[config.mk]
export PLATFORM = sky130hd
export DESIGN_NAME = rx_frame_classifier
export DESIGN_NICKNAME = d
export VERILOG_FILES = /design/src/rtl/core/rfc_pkg.sv /design/src/rtl/core/rx_frame_classifier.sv /design/src/rtl/core/rfc_collect.sv /design/src/rtl/core/rfc_classify.sv
export SDC_FILE = /design/constraint.sdc
export NUM_CORES = 1
export LEC_CHECK = 0
export ABC_AREA = 0
export BUFFER_PORTS_ARGS = -buffer_cell sky130_fd_sc_hd__buf_2
export CAP_MARGIN = 20
export CORE_MARGIN = 3
export CORE_UTILIZATION = 40
export DETAILED_ROUTE_END_ITERATION = 10
export PLACE_DENSITY = 0.69
export SLEW_MARGIN = 20
export SYNTH_ARGS = -nofsm -noshare
export SYNTH_HDL_FRONTEND = slang
export SYNTH_HIERARCHICAL = 1
export SYNTH_SLANG_ARGS = --single-unit
[constraint.sdc]
create_clock -name clk -period 3.5 [get_ports clk]
set_input_delay 0.525 -clock clk [delete_from_list [all_inputs] [get_ports clk]]
set_output_delay 0.525 -clock clk [all_outputs]
set_load 0.01 [all_outputs]
[src/rtl/core/rfc_pkg.sv]
// Package for the receive frame classifier.
// Holds widths, verdict and register codes and the types shared by the
// collect, classify and top-level modules. No dependencies.
package rfc_pkg;

  // Frame size limit and derived byte counter width
  localparam int MAX_FRAME_BYTES = 2048;
  localparam int CNT_W           = $clog2(MAX_FRAME_BYTES + 1);

  // Header bytes kept per frame
  localparam int HDR_BYTES = 42;
  localparam int HDR_IDX_W = $clog2(HDR_BYTES);

  // Field widths
  localparam int FRAME_LEN_W = 12;
  localparam int CFG_IDX_W   = 3;
  localparam int CFG_DATA_W  = 48;
  localparam int OUT_DATA_W  = 40;

  // Configuration register indexes
  localparam logic [CFG_IDX_W-1:0] REG_OWN_MAC    = 3'd0;
  localparam logic [CFG_IDX_W-1:0] REG_OWN_IP     = 3'd1;
  localparam logic [CFG_IDX_W-1:0] REG_PORT_SLOT0 = 3'd2;
  localparam logic [CFG_IDX_W-1:0] REG_PORT_SLOT1 = 3'd3;
  localparam logic [CFG_IDX_W-1:0] REG_PORT_SLOT2 = 3'd4;
  localparam logic [CFG_IDX_W-1:0] REG_PORT_SLOT3 = 3'd5;

  // Verdict codes
  localparam logic [3:0] V_NOT_ADDRESSED = 4'd0;
  localparam logic [3:0] V_BAD_ETHERTYPE = 4'd1;
  localparam logic [3:0] V_NOT_IPV4      = 4'd2;
  localparam logic [3:0] V_IP_NOT_OURS   = 4'd3;
  localparam logic [3:0] V_OTHER_PROTO   = 4'd4;
  localparam logic [3:0] V_UDP_LEN_BAD   = 4'd5;
  localparam logic [3:0] V_PORT_UNMATCH  = 4'd6;
  localparam logic [3:0] V_UDP_ACCEPTED  = 4'd7;
  localparam logic [3:0] V_ICMP_NOT_ECHO = 4'd8;
  localparam logic [3:0] V_ECHO_REQUEST  = 4'd9;
  localparam logic [3:0] V_ARP_BAD_TYPE  = 4'd10;
  localparam logic [3:0] V_ARP_REQ_OTHER = 4'd11;
  localparam logic [3:0] V_ARP_REQ_OURS  = 4'd12;
  localparam logic [3:0] V_ARP_REPLY     = 4'd13;
  localparam logic [3:0] V_ARP_OTHER_OP  = 4'd14;
  localparam logic [3:0] V_RUNT          = 4'd15;

  // Address kinds
  localparam logic [1:0] AK_NONE      = 2'd0;
  localparam logic [1:0] AK_UNICAST   = 2'd1;
  localparam logic [1:0] AK_MULTICAST = 2'd2;
  localparam logic [1:0] AK_BROADCAST = 2'd3;

  // Protocol constants
  localparam logic [15:0] ETYPE_IPV4   = 16'h0800;
  localparam logic [15:0] ETYPE_ARP    = 16'h0806;
  localparam logic [7:0]  PROTO_UDP    = 8'h11;
  localparam logic [7:0]  PROTO_ICMP   = 8'h01;
  localparam logic [7:0]  ICMP_ECHO    = 8'h08;
  localparam logic [15:0] ARP_HTYPE    = 16'h0001;
  localparam logic [15:0] ARP_OP_REQ   = 16'h0001;
  localparam logic [15:0] ARP_OP_REPLY = 16'h0002;
  localparam logic [15:0] UDP_HDR_LEN  = 16'd8;

  // Header bytes, byte i at index i
  typedef logic [HDR_BYTES-1:0][7:0] hdr_t;

  // Finished-frame status from the collector
  typedef struct packed {
    logic             done;
    logic [CNT_W-1:0] n;
  } frame_info_t;

  // One classification result
  typedef struct packed {
    logic [FRAME_LEN_W-1:0] frame_length;
    logic [15:0]            udp_payload_length;
    logic [1:0]             port_slot;
    logic [1:0]             address_kind;
    logic                   accepted;
    logic [3:0]             verdict;
  } result_t;

endpackage

[src/rtl/core/rx_frame_classifier.sv]
// Receive frame classifier top level: config registers, collector,
// classifier and the registered result stage. Depends on rfc_pkg,
// rfc_collect and rfc_classify.
// The result register takes the frame after the collector flags it done.
// Throughput: one byte per cycle; in_tready drops only while a finished
// frame waits behind a result that out_tready has not taken.
// Reset (rst_n, synchronous): clears config, byte count and valid flags;
// header bytes are not cleared.
module rx_frame_classifier (
  input  logic                              clk,
  input  logic                              rst_n,
  input  logic                              in_tvalid,
  output logic                              in_tready,
  input  logic [7:0]                        in_tdata,   // frame_byte
  input  logic                              in_tlast,   // last_byte
  output logic                              out_tvalid,
  input  logic                              out_tready,
  // verdict[3:0], accepted[4], address_kind[6:5], port_slot[8:7],
  // udp_payload_length[24:9], frame_length[36:25], zero pad[39:37]
  output logic [rfc_pkg::OUT_DATA_W-1:0]    out_tdata,
  input  logic                              cfg_wr_en,
  input  logic [rfc_pkg::CFG_IDX_W-1:0]     cfg_index,
  input  logic [rfc_pkg::CFG_DATA_W-1:0]    cfg_wdata
);
  import rfc_pkg::*;

  logic [47:0] own_mac_r;
  logic [31:0] own_ip_r;
  logic [15:0] port_slot0_r;
  logic [15:0] port_slot1_r;
  logic [15:0] port_slot2_r;
  logic [15:0] port_slot3_r;

  logic        byte_accept;
  logic        advance;
  hdr_t        hdr;
  frame_info_t info;
  result_t     res;
  result_t     result_r;
  logic        out_valid_r;

  // Configuration registers
  always_ff @(posedge clk) begin
    if (!rst_n) begin
      own_mac_r    <= '0;
      own_ip_r     <= '0;
      port_slot0_r <= '0;
      port_slot1_r <= '0;
      port_slot2_r <= '0;
      port_slot3_r <= '0;
    end else if (cfg_wr_en) begin
      unique case (cfg_index)
        REG_OWN_MAC:    own_mac_r    <= cfg_wdata[47:0];
        REG_OWN_IP:     own_ip_r     <= cfg_wdata[31:0];
        REG_PORT_SLOT0: port_slot0_r <= cfg_wdata[15:0];
        REG_PORT_SLOT1: port_slot1_r <= cfg_wdata[15:0];
        REG_PORT_SLOT2: port_slot2_r <= cfg_wdata[15:0];
        REG_PORT_SLOT3: port_slot3_r <= cfg_wdata[15:0];
        default: ;
      endcase
    end
  end

  // Handshake: the finished frame moves on when the result slot frees up
  assign advance     = !out_valid_r || out_tready;
  assign in_tready   = !info.done || advance;
  assign byte_accept = in_tvalid && in_tready;

  rfc_collect u_collect (
    .clk         (clk),
    .rst_n       (rst_n),
    .byte_accept (byte_accept),
    .frame_byte  (in_tdata),
    .last_byte   (in_tlast),
    .advance     (advance),
    .hdr         (hdr),
    .info        (info)
  );

  rfc_classify u_classify (
    .hdr        (hdr),
    .n          (info.n),
    .own_mac    (own_mac_r),
    .own_ip     (own_ip_r),
    .port_slot0 (port_slot0_r),
    .port_slot1 (port_slot1_r),
    .port_slot2 (port_slot2_r),
    .port_slot3 (port_slot3_r),
    .res        (res)
  );

  // Result register
  always_ff @(posedge clk) begin
    if (!rst_n) begin
      out_valid_r <= 1'b0;
    end else if (advance) begin
      out_valid_r <= info.done;
    end
  end

  always_ff @(posedge clk) begin
    if (advance && info.done) result_r <= res;
  end

  assign out_tvalid = out_valid_r;
  assign out_tdata  = {(OUT_DATA_W - $bits(result_t))'(0), result_r};

endmodule

[src/rtl/core/rfc_collect.sv]
// Byte collector: keeps the first header bytes of a frame and counts bytes.
// Flags a finished frame until the classifier result stage takes it.
// Depends on rfc_pkg.
module rfc_collect (
  input  logic                  clk,
  input  logic                  rst_n,
  input  logic                  byte_accept,
  input  logic [7:0]            frame_byte,
  input  logic                  last_byte,
  input  logic                  advance,
  output rfc_pkg::hdr_t         hdr,
  output rfc_pkg::frame_info_t  info
);
  import rfc_pkg::*;

  logic [CNT_W-1:0] count_r;
  logic [CNT_W-1:0] count_inc;
  logic [CNT_W-1:0] n_r;
  logic             done_r;
  hdr_t             hdr_r;

  // Saturating count including the byte being taken
  assign count_inc = (count_r < CNT_W'(MAX_FRAME_BYTES)) ? count_r + 1'b1 : count_r;

  // Counter and frame-done flag
  always_ff @(posedge clk) begin
    if (!rst_n) begin
      count_r <= '0;
      done_r  <= 1'b0;
    end else begin
      if (byte_accept && last_byte) begin
        count_r <= '0;
        done_r  <= 1'b1;
      end else begin
        if (byte_accept) count_r <= count_inc;
        if (advance) done_r <= 1'b0;
      end
    end
  end

  // Frame length of the finished frame
  always_ff @(posedge clk) begin
    if (byte_accept && last_byte) n_r <= count_inc;
  end

  // Header store, written at the current byte position
  always_ff @(posedge clk) begin
    for (int i = 0; i < HDR_BYTES; i++) begin
      if (byte_accept && count_r == CNT_W'(i)) hdr_r[i] <= frame_byte;
    end
  end

  assign hdr       = hdr_r;
  assign info.done = done_r;
  assign info.n    = n_r;

endmodule

[src/rtl/core/rfc_classify.sv]
// Frame classifier logic: MAC filter, ethertype, IPv4/UDP/ICMP and ARP checks.
// Pure combinational decision over the stored header and frame length.
// Depends on rfc_pkg.
module rfc_classify (
  input  rfc_pkg::hdr_t            hdr,
  input  logic [rfc_pkg::CNT_W-1:0] n,
  input  logic [47:0]               own_mac,
  input  logic [31:0]               own_ip,
  input  logic [15:0]               port_slot0,
  input  logic [15:0]               port_slot1,
  input  logic [15:0]               port_slot2,
  input  logic [15:0]               port_slot3,
  output rfc_pkg::result_t          res
);
  import rfc_pkg::*;

  logic [47:0] dst_mac;
  logic        uc;
  logic        bc;
  logic        mc;
  logic [1:0]  kind;
  logic [15:0] etype;
  logic [15:0] udp_port;
  logic [15:0] plen;
  logic [16:0] room;
  logic [15:0] arp_op;
  logic [3:0]  v;
  logic [1:0]  slot;

  // Header fields
  assign dst_mac  = {hdr[0], hdr[1], hdr[2], hdr[3], hdr[4], hdr[5]};
  assign etype    = {hdr[12], hdr[13]};
  assign udp_port = {hdr[36], hdr[37]};
  assign plen     = {hdr[38], hdr[39]} - UDP_HDR_LEN;
  assign room     = 17'(n - CNT_W'(HDR_BYTES));
  assign arp_op   = {hdr[20], hdr[21]};

  // Destination address kind, own unicast first
  assign uc = (dst_mac == own_mac);
  assign bc = (dst_mac == 48'hffff_ffff_ffff);
  assign mc = (hdr[0] == 8'h01) && (hdr[1] == 8'h00) && (hdr[2] == 8'h5e);

  always_comb begin
    kind = AK_NONE;
    if (n >= CNT_W'(6)) begin
      priority if (uc) kind = AK_UNICAST;
      else if (bc)     kind = AK_BROADCAST;
      else if (mc)     kind = AK_MULTICAST;
      else             kind = AK_NONE;
    end
  end

  // Verdict; runt unless a decision is reached with enough bytes
  always_comb begin
    v    = V_RUNT;
    slot = 2'd0;
    if (n >= CNT_W'(6)) begin
      if (kind == AK_NONE) begin
        v = V_NOT_ADDRESSED;
      end else if (n >= CNT_W'(14)) begin
        if (etype == ETYPE_IPV4) begin
          if (n >= CNT_W'(15)) begin
            if (hdr[14][7:4] != 4'd4) begin
              v = V_NOT_IPV4;
            end else if (hdr[0] == own_mac[47:40] && n < CNT_W'(34)) begin
              v = V_RUNT;
            end else if (hdr[0] == own_mac[47:40] &&
                         {hdr[30], hdr[31], hdr[32], hdr[33]} != own_ip) begin
              v = V_IP_NOT_OURS;
            end else if (n >= CNT_W'(24)) begin
              if (hdr[23] == PROTO_UDP) begin
                if (n >= CNT_W'(HDR_BYTES)) begin
                  if (17'(plen) > room) begin
                    v = V_UDP_LEN_BAD;
                  end else begin
                    v = V_UDP_ACCEPTED;
                    priority if (udp_port == port_slot0) slot = 2'd0;
                    else if (udp_port == port_slot1)     slot = 2'd1;
                    else if (udp_port == port_slot2)     slot = 2'd2;
                    else if (udp_port == port_slot3)     slot = 2'd3;
                    else                                 v = V_PORT_UNMATCH;
                  end
                end
              end else if (hdr[23] == PROTO_ICMP) begin
                if (n >= CNT_W'(35)) begin
                  v = (hdr[34] == ICMP_ECHO) ? V_ECHO_REQUEST : V_ICMP_NOT_ECHO;
                end
              end else begin
                v = V_OTHER_PROTO;
              end
            end
          end
        end else if (etype == ETYPE_ARP) begin
          if (n >= CNT_W'(18)) begin
            if ({hdr[14], hdr[15]} != ARP_HTYPE || {hdr[16], hdr[17]} != ETYPE_IPV4) begin
              v = V_ARP_BAD_TYPE;
            end else if (n >= CNT_W'(22)) begin
              if (arp_op == ARP_OP_REQ) begin
                if (n >= CNT_W'(HDR_BYTES)) begin
                  v = ({hdr[38], hdr[39], hdr[40], hdr[41]} == own_ip) ?
                      V_ARP_REQ_OURS : V_ARP_REQ_OTHER;
                end
              end else if (arp_op == ARP_OP_REPLY) begin
                v = V_ARP_REPLY;
              end else begin
                v = V_ARP_OTHER_OP;
              end
            end
          end
        end else begin
          v = V_BAD_ETHERTYPE;
        end
      end
    end
  end

  // Result fields
  always_comb begin
    res.verdict            = v;
    res.accepted           = (v == V_UDP_ACCEPTED) || (v == V_ECHO_REQUEST) ||
                             (v == V_ARP_REQ_OURS) || (v == V_ARP_REPLY);
    res.address_kind       = kind;
    res.port_slot          = (v == V_UDP_ACCEPTED) ? slot : 2'd0;
    res.udp_payload_length = (v == V_UDP_LEN_BAD || v == V_PORT_UNMATCH ||
                              v == V_UDP_ACCEPTED) ? plen : 16'd0;
    res.frame_length       = FRAME_LEN_W'(n);
  end

endmodule
* After elaboration in Yosys (flattened, before gate mapping)
Index checks and enable logic that the tools add are counted.
** Storage, ports and cells
- Flip-flop bits (word level) :: 415
- Input bits :: 65
- Output and inout port bits :: 42
- Logic and storage cells :: 217
** Operators by class
- Add/subtract/negate cells :: 3
- Magnitude comparators :: 11
- Equal/unequal tests :: 57
- Multiplexer cells :: 37
- Bitwise operators :: 9
- Reductions and logical operators :: 57
** Operator list (number)
- $eq 12x6->1 const B :: 9
- $mux 4 :: 23
- $eq 12x5->1 const B :: 7
- $eq 16x16->1 :: 4
- $eq 12x4->1 const B :: 4
- $eq 48x48->1 :: 1
- $eq 48x48->1 const B :: 1
- $ge 12x5->1 const B :: 3
- $logic_and 1x1->1 :: 33
- $eq 16x12->1 const B :: 2
- $eq 32x32->1 :: 1
- $ne 32x32->1 :: 1
- $eq 12x2->1 const B :: 2
- $eq 12x3->1 const B :: 2
- $ge 12x4->1 const B :: 2
- $ge 12x6->1 const B :: 2
- $gt 16x17->1 :: 1
- $eq 16x1->1 const B :: 1
- $eq 16x2->1 const B :: 1
- $eq 8x1->1 const B :: 2
- $ne 16x1->1 const B :: 1
- $ne 16x12->1 const B :: 1
- $sub 16x4->16 const B :: 1
- $reduce_or 15->1 :: 1
- 31 further kinds :: 68

* Logic depth before layout (Yosys ltp)
Gate-level depths: netlist of the first run.
- Depth in word-level cells :: 21
- Gate-level depth with buffers :: 18
- Mapped depth without buffers :: 17

* Cells and area by module
Netlist of the first run, hierarchy kept.
** By module, submodules not included
- rfc_collect :: instances 1, cells each 537, area an instance 11733.8 sq um, sequential area each 10710.3 sq um
- rx_frame_classifier :: instances 1, cells each 572, area an instance 6527.5 sq um, sequential area each 4013.8 sq um
- rfc_classify :: instances 1, cells each 523, area an instance 3851.2 sq um, sequential area each 0.0 sq um

* Worst setup path before layout of the first run
Ideal clock, no wire load.
- Path kind :: register to register
- Start point :: register u_collect.hdr_r (netlist bit u_collect/hdr[315])
- End point :: register result_r (netlist bit out_tdata[20]), data pin
- Data arrival time :: 3.555 ns
- Required time :: 3.245 ns
- Path slack :: -0.311 ns
- Cell stages (with the launch flop) :: 18
- Path buffers :: 1
- Period minus slack after synthesis :: 3.811 ns
- Cells stage by stage :: edfxtp_1 > inv_1 > ha_1 > inv_1 > or4_1 > nor3_1 > xor2_1 > ha_1 > a21oi_1 > nand2_1 > o21ai_0 > o311ai_1 > a31oi_1 > a311oi_1 > o32ai_2 > a211o_4 > buf_6 > nor2b_4
** Between the ends
- Word-level cells in the longest chain between the ends :: 17
- Elaborated cells on any way between the ends :: 27
- Classes of those cells :: add/sub: 1; order compare: 1; eq/ne: 4; mux: 19; reduce/logical: 2
** RTL lines
- from (decl) :: line rfc_collect.sv:20 : hdr_t hdr_r;
- from (signal, indexed assignment) :: line rfc_collect.sv:49 : if (byte_accept && count_r == CNT_W'(i)) hdr_r[i] <= frame_byte;
- $sub 16x4->16 :: line rfc_classify.sv:34 : assign plen = {hdr[38], hdr[39]} - UDP_HDR_LEN;
- $gt 16x17->1 :: line rfc_classify.sv:73 : if (17'(plen) > room) begin
- $mux 4 :: line rfc_classify.sv:73
- $mux 4 :: line rfc_classify.sv:72 : if (n >= CNT_W'(HDR_BYTES)) begin
- $mux 4 :: line rfc_classify.sv:71 : if (hdr[23] == PROTO_UDP) begin
- $mux 4 :: line rfc_classify.sv:70 : end else if (n >= CNT_W'(24)) begin
- $mux 4 :: line rfc_classify.sv:67 : end else if (hdr[0] == own_mac[47:40] &&
- $mux 4 :: line rfc_classify.sv:65 : end else if (hdr[0] == own_mac[47:40] && n < CNT_W'(34)) begin
- $mux 4 :: line rfc_classify.sv:63 : if (hdr[14][7:4] != 4'd4) begin
- $mux 4 :: line rfc_classify.sv:62 : if (n >= CNT_W'(15)) begin
- $mux 4 :: line rfc_classify.sv:61 : if (etype == ETYPE_IPV4) begin
- $mux 4 :: line rfc_classify.sv:60 : end else if (n >= CNT_W'(14)) begin
- $mux 4 :: line rfc_classify.sv:58 : if (kind == AK_NONE) begin
- $mux 4 :: line rfc_classify.sv:57 : if (n >= CNT_W'(6)) begin
- $eq 4x3->1 :: line rfc_classify.sv:124 : res.udp_payload_length = (v == V_UDP_LEN_BAD || v == V_PORT_UNMATCH ||
- $logic_or 1x1->1 (2 in a row) :: line rfc_classify.sv:124
- to (signal assigned) :: line rx_frame_classifier.sv:102 : if (advance && info.done) result_r <= res;
- to (decl) :: line rx_frame_classifier.sv:39 : result_t result_r;
Parallel ways exist; a longest one is shown, timed or not.
A chain may end at the register's enable or synchronous reset.

* Final worst setup path of the first run
- Start point :: register u_collect.hdr_r (netlist bit u_collect/hdr[319])
- End point :: register result_r (netlist bit out_tdata[16]), data pin
The elaborated chain is that of the path after synthesis.

==> summary.md, run 1 <==
| Metric | Value |
|---|---|
| Register area | `10900 sq um` |
| Pre-antenna DRT Iters | `5` |
| Seq pwr share | `51.4%` |
| Final hold violation count | `0` |
| Post-Syn Instances | `1481` |
| CP required | `3.91 ns` |
| Internal | `8.05 mW` |
| Crit Path Max Fanout | `10` |
| Fin util | `48.0%` |
| Peak supply drop | `412 uV` |
| Final setup vio count | `18` |
| Residual DRC | `0` |
| Clk sinks | `415` |
| Chip height | `219 um` |
| Filler instances | `4024` |
| Pleak | `8.05 nW` |
| Via density | `5.22` |
| CTS tree | `done` |
| Initial Util | `40.8%` |
| Tcrit/Tclk final | `110%` |
| Worst setup margin | `-0.354 ns` |
| Routability-driven placement congestion ratio | `0.874` |
| Die area | `48000 sq um` |
| Global route overflow | `0` |
| Critical path capture point type | `flip-flop` |
| Layout Area Growth over Synthesis | `17.6%` |
| CP arrival | `4.27 ns` |
| Clk_skew | `0.0273 ns` |
| Min cycle time layout | `3.85 ns` |
| Min-delay worst type | `in -> reg` |
| Logic pwr share | `4.4%` |
| Post-DP HPWL | `31900 um` |
| Tot Pwr | `10.3 mW` |
| Switching Fraction | `22.2%` |
| Slew Limit Fails | `0` |
| Violated checks | `negative setup slack` |
| Worst rel slew slack | `30.6%` |
| Die width | `219 um` |
| Max-cap viol count | `0` |
| Gr usage total | `19.0%` |
| CTS clk-pin slew, worst paths | `0.06 ns` |
| Critical path type | `reg -> reg` |
| Hold_buf cts | `0` |
| Yosys warning count | `6` |
| Initial antenna violation count | `0` |
| DRT iter0 DRCs | `989` |
| Routed WL | `46200 um` |
| Peak Freq | `259 MHz` |
| Switching Power | `2.29 mW` |
| Rows | `77` |
| Clock root buffer | `clkbuf_16` |
| Vias in the first global route | `11900` |
| RSZ-0062 raised after global routing | `true` |
| Clock power frac | `44.2%` |
| CTS Buf Count | `43` |
| Worst skew pair latency | `0.58 ns` |
| Multi-input gate area | `6970 sq um` |
| Power Dens Cells | `484 nW/um^2` |
| Largest net degree at the start of global routing | `92` |
| Final ANT Viol Nets | `0` |
| Core area | `44500 sq um` |
| Syn Area/Cell | `12.3 sq um` |
| Layout cells sized above 1 | `18.8%` |
| # diodes | `0` |
| Final net count | `1746` |
| Total negative slack | `-5.76 ns` |
| Drt wl/cell | `20.2 um` |
| Depth of the CTS H-tree | `2` |
| Type of origin of the critical path | `flip-flop` |
| Slew @ Worst Pin | `1.03 ns` |
| First-pass GRT wire length | `69700 um` |
| Count of buffers from port buffering | `103` |
| Outcome | `finished with violations` |
| Max Root-Sink Buffers | `3` |
| Mapped Area | `18200 sq um` |
| Dpl ws | `-0.447 ns` |
| Vias | `11900` |
| Top Ports | `107` |
worst paths after layout:
check                                   startpoint                to  slack [ns]  cells past startpoint
worst max register to register  u_collect/hdr[319]     out_tdata[16]       -0.35                     15
worst min register to register    port_slot2_r[13]  port_slot2_r[13]        0.47                      2
worst max-delay path            u_collect/hdr[319]     out_tdata[16]       -0.35                     15
worst min-delay path                 cfg_wdata[41]     own_mac_r[41]        0.21                      3
cells in the final DEF, fill, tap and decap left out, drive strengths merged, types with 41 or more instances in the layout:
master and instances:
edfxtp 257, nand2 230, buf 198, dfxtp 158
mux2i 146, xor2 106, xnor2 101, clkbuf 55
nand4 51, nor4 51, nor2 41
registers in the layout, indices dropped and copies added (netlist names):
name	cells
u_collect/done_r	1
port_slot3_r	16
own_mac_r	48
u_collect/hdr	208
port_slot1_r	16
own_ip_r	32
u_collect/n_r	12
port_slot2_r	16
u_collect/count_r	12
out_tvalid	1
out_tdata	37
port_slot0_r	16
worst max-delay path, cell delays in order (launching register included):
cell and delay [ns]:
edfxtp_1 0.41, nor3_2 0.22, nand2b_1 0.16, nor4_4 0.19, or3b_4 0.42, xnor2_2 0.16, ha_4 0.29, nand3_2 0.07
buf_4 0.15, o311ai_4 0.29, a31oi_4 0.15, a311oi_2 0.34, o32ai_2 0.14, a211o_4 0.41, buf_12 0.16, nor2b_1 0.12
stage by stage:
step | instance area (sq um) | cells | hold slack, ns
final | 21400 | 2282 | 0.209
after global routing | 21400 | 2282 | 0.214
after CTS | 21200 | 2277 | 0.197
after detailed placement | 19700 | 2191 | 0.462
after global placement | 19700 | 2191 | 0.456
after floorplan | 18200 | 1483 | 0.447
repair_timing:
action | 4_1_cts | 5_1_grt
pin swaps | 9 | 6
hold endpoints to repair | 0 | 0
setup buffers | 6 | 4
endpoints found under the setup margin | 18 | 21
resized for setup | 12 | 16
metal layers:
layer	global-route usage (%)	vias to the layer above	part of all wire [%]
met3	2.49	84	5.3
met4	6.78	0	3.4
met2	32.0	354	48
met1	25.4	5842	43
li1	-	5638	-
met5	0	-	0
power groups by stage:
stage | Clock (mW) | Sequential [mW] | Combinational, mW
after global placement | 0 | 5.42 | 0.446
after CTS | 4.64 | 5.32 | 0.458
after global routing | 4.85 | 5.32 | 0.500
final | 4.57 | 5.32 | 0.460
after detailed placement | 0 | 5.42 | 0.454
after floorplan | 0 | 5.41 | 0.246
cell type report:
| cell class | instances | share of cell area [%] |
|---|---|---|
| clock buffers | 55 | 5.34 |
| well taps | 592 | 3.47 |
| multi-input cells | 974 | 32.6 |
| repair buffers | 198 | 5.98 |
| flip-flops and latches | 415 | 50.9 |
| inverters | 23 | 0.404 |
| clock inverters | 25 | 1.26 |
Note: power is estimated with default switching activity, not from simulation.
==> inputs of run 2 (changes only) <==
- BUFFER_PORTS_ARGS: -buffer_cell sky130_fd_sc_hd__buf_2 -> unset
- DONT_BUFFER_PORTS: unset -> 1
- PLACE_DENSITY: 0.69 -> 0.67
==> run 2 against run 1 <==
The run still ends with negative setup slack left; register-to-register slack about the same; worst hold slack got worse by 0.16 ns; count of clock-buffer cells in the layout increased by 5; non-clock buffer count decreased by 106; via count decreased by 3.1%; critical path type unchanged.
==> summary.md, run 2 (synthesized netlist as in run 1, its figures left out) <==
| Metric | Value |
|---|---|
| CP required | `3.82 ns (-0.09 ns)` |
| Leading cell type in the layout, fill and taps excluded | `edfxtp_1` |
| Critical path capture point type | `flip-flop` |
| Vias | `11600 (-3.1%)` |
| DRT iter0 DRCs | `1084 (+9.6%)` |
| CP Cell Sequence | `inv_2, ha_4, inv_1, or4_4, nor3_4, xor2_2, ha_4, a21oi_2, nand2_1, o21ai_1, o311ai_4, a31oi_2, a311oi_2, o32ai_4, buf_6, a211o_4, nor2_2` |
| Top layer in use | `met5` |
| Pleak | `7.67 nW (-4.7%)` |
| Seq pwr share | `52.5% (+1.1 points)` |
| Chip height | `219 um (unchanged)` |
| Largest net degree at the start of global routing | `197 (+110%)` |
| CTS Buf Count | `41 (-4.7%)` |
| Peak Freq | `260 MHz (+0.22%)` |
| WHS | `0.0495 ns (-0.160 ns)` |
| Fin util | `47.0% (-1.0 points)` |
| Residual DRC | `0 (unchanged)` |
| CTS clk-pin slew, worst paths | `0.06 ns (about the same)` |
| CTS tree | `done` |
| Metal-1 WL | `20600 um (+3.2%)` |
| Slew Limit Fails | `0 (unchanged)` |
| Max reg flops | `208 (unchanged)` |
| Switching Fraction | `21.0% (-1.2 points)` |
| Switching Power | `2.13 mW (-7.3%)` |
| Rows | `77 (unchanged)` |
| Crit-path max cell delay | `0.53 ns (+0.11 ns)` |
| RSZ-0062 raised after global routing | `true` |
| Crit Path Max Fanout | `8 (-2)` |
| Clock power frac | `44.4% (+0.2 points)` |
| # diodes | `0 (unchanged)` |
| Logic pwr share | `3.1% (-1.3 points)` |
| Clk_skew | `0.0224 ns (-0.00495 ns)` |
| Min-delay worst type | `in -> reg` |
| CP arrival | `4.17 ns (-0.10 ns)` |
| Pre-antenna DRT Iters | `5 (unchanged)` |
| Initial antenna violation count | `3 (+3)` |
| Top Ports | `107 (unchanged)` |
| CP max stage cell | `or4_4` |
| Core area | `44500 sq um (unchanged)` |
| Worst setup margin | `-0.346 ns (+0.00832 ns)` |
| Layout Area Growth over Synthesis | `15.1%` |
| Cell mode on critical path | `ha_4` |
| Max-cap viol count | `0 (unchanged)` |
| Die area | `48000 sq um (unchanged)` |
| Worst rel slew slack | `45.8% (+15 points)` |
| Clock root buffer | `clkbuf_16` |
| Final ANT Viol Nets | `0 (unchanged)` |
| Layout cells sized above 1 | `13.7% (-5.1 points)` |
| Final setup vio count | `18 (unchanged)` |
| Routability-driven placement congestion ratio | `0.882 (+0.98%)` |
| Slew @ Worst Pin | `0.813 ns (-0.220 ns)` |
| Post-DP HPWL | `32100 um (+0.35%)` |
| Peak supply drop | `387 uV (-6.0%)` |
| Clk sinks | `415 (unchanged)` |
| Most frequent cells in the layout | `edfxtp_1 (257), nand2_1 (229), dfxtp_1 (158)` |
| Gr usage total | `19.1% (+0.050 points)` |
| Outcome | `finished with violations` |
| Wire length on met3 | `2810 um (+14%)` |
| Count of buffers from port buffering | `0 (-100%)` |
| Vias in the first global route | `11500 (-3.3%)` |
| Via density | `5.32 (+1.8%)` |
| Worst skew pair latency | `0.58 ns (about the same)` |
| Drt wl/cell | `21.4 um (+5.8%)` |
| Routed WL | `46500 um (+0.68%)` |
| First-pass GRT wire length | `69600 um (-0.21%)` |
| Die width | `219 um (unchanged)` |
| Final net count | `1639 (-6.1%)` |
| Type of origin of the critical path | `flip-flop` |
| Max Root-Sink Buffers | `3 (unchanged)` |
| DR WL met2 | `21900 um (-1.0%)` |
| Min cycle time layout | `3.85 ns (-0.00832 ns)` |
| Depth of the CTS H-tree | `2 (unchanged)` |
| Power Dens Cells | `485 nW/um^2 (+0.15%)` |
| Violated checks | `negative setup slack` |
| Final hold violation count | `0 (unchanged)` |
| Critical path type | `reg -> reg` |
| Global route overflow | `0 (unchanged)` |
| Internal | `8.01 mW (-0.49%)` |
| Initial Util | `40.8% (unchanged)` |
| Tcrit/Tclk final | `110% (-0.24 points)` |
## run 2: layout make-up
type,count,area [sq um]
Inverter,23,86.3
Clock buffer,60,1200
Tap cell,592,741
Timing Repair Buffer,92,711
Clock inverter,15,199
Sequential cell,415,10900
Fill cell,3957,23600
Multi-Input combinational cell,975,7080
## run 2: what timing repair did
action | CTS | global route
pin swaps | 21 | 14
gates resized for setup | 21 | 24
cloned | 1 | 0
buffers inserted | 5 | 6
endpoints found under the setup margin | 18 | 21
hold buffers | 0 | 0
## run 2: layer usage
metal  global-route usage [%]  up-vias
li1                         -     5421
met1                     26.2     5695
met2                     31.0      365
met3                     3.89       67
met4                     5.16        4
met5                        0        -
## run 2: worst max-delay path: cells and delay by family (launching register included)
family / cells / cell delay, ns
DFF: 1 / 0.41
xor gates and xnor gates: 1 / 0.22
AOI/OAI and AO/OA: 7 / 1.44
adders and majority gates: 2 / 0.37
buffers and inverters: 3 / 0.31
and+or+nand+nor: 4 / 0.84
## run 2: worst paths after layout
kind              cells past startpoint           endpoint          startpoint  slack (ns)
hold reg to reg                       2   port_slot3_r[12]    port_slot3_r[12]        0.47
setup reg to reg                     17       out_tdata[9]  u_collect/hdr[315]       -0.35
setup / recovery                     17       out_tdata[9]  u_collect/hdr[315]       -0.35
hold / removal                        0  u_collect/hdr[99]         in_tdata[3]        0.05
## run 2: power by group through the flow
stage	registers, mW	logic (mW)	clock network (mW)
2_1_floorplan	5.41	0.246	0
3_3_place_gp	5.43	0.293	0
3_5_place_dp	5.43	0.300	0
4_1_cts	5.32	0.304	4.60
5_1_grt	5.33	0.337	4.78
6_report	5.32	0.312	4.51
## run 2: through the flow
step | cells | TNS [ns] | instance area, sq um | setup slack (ns) | power (mW)
6_report | 2172 | -5.77 | 20900 | -0.346 | 10.1
4_1_cts | 2166 | -5.48 | 20700 | -0.339 | 10.2
3_3_place_gp | 2085 | -3.99 | 19100 | -0.260 | 5.72
3_5_place_dp | 2085 | -6.09 | 19100 | -0.384 | 5.73
2_1_floorplan | 1483 | -1.09 | 18200 | -0.115 | 5.66
5_1_grt | 2172 | -8.76 | 20900 | -0.525 | 10.4
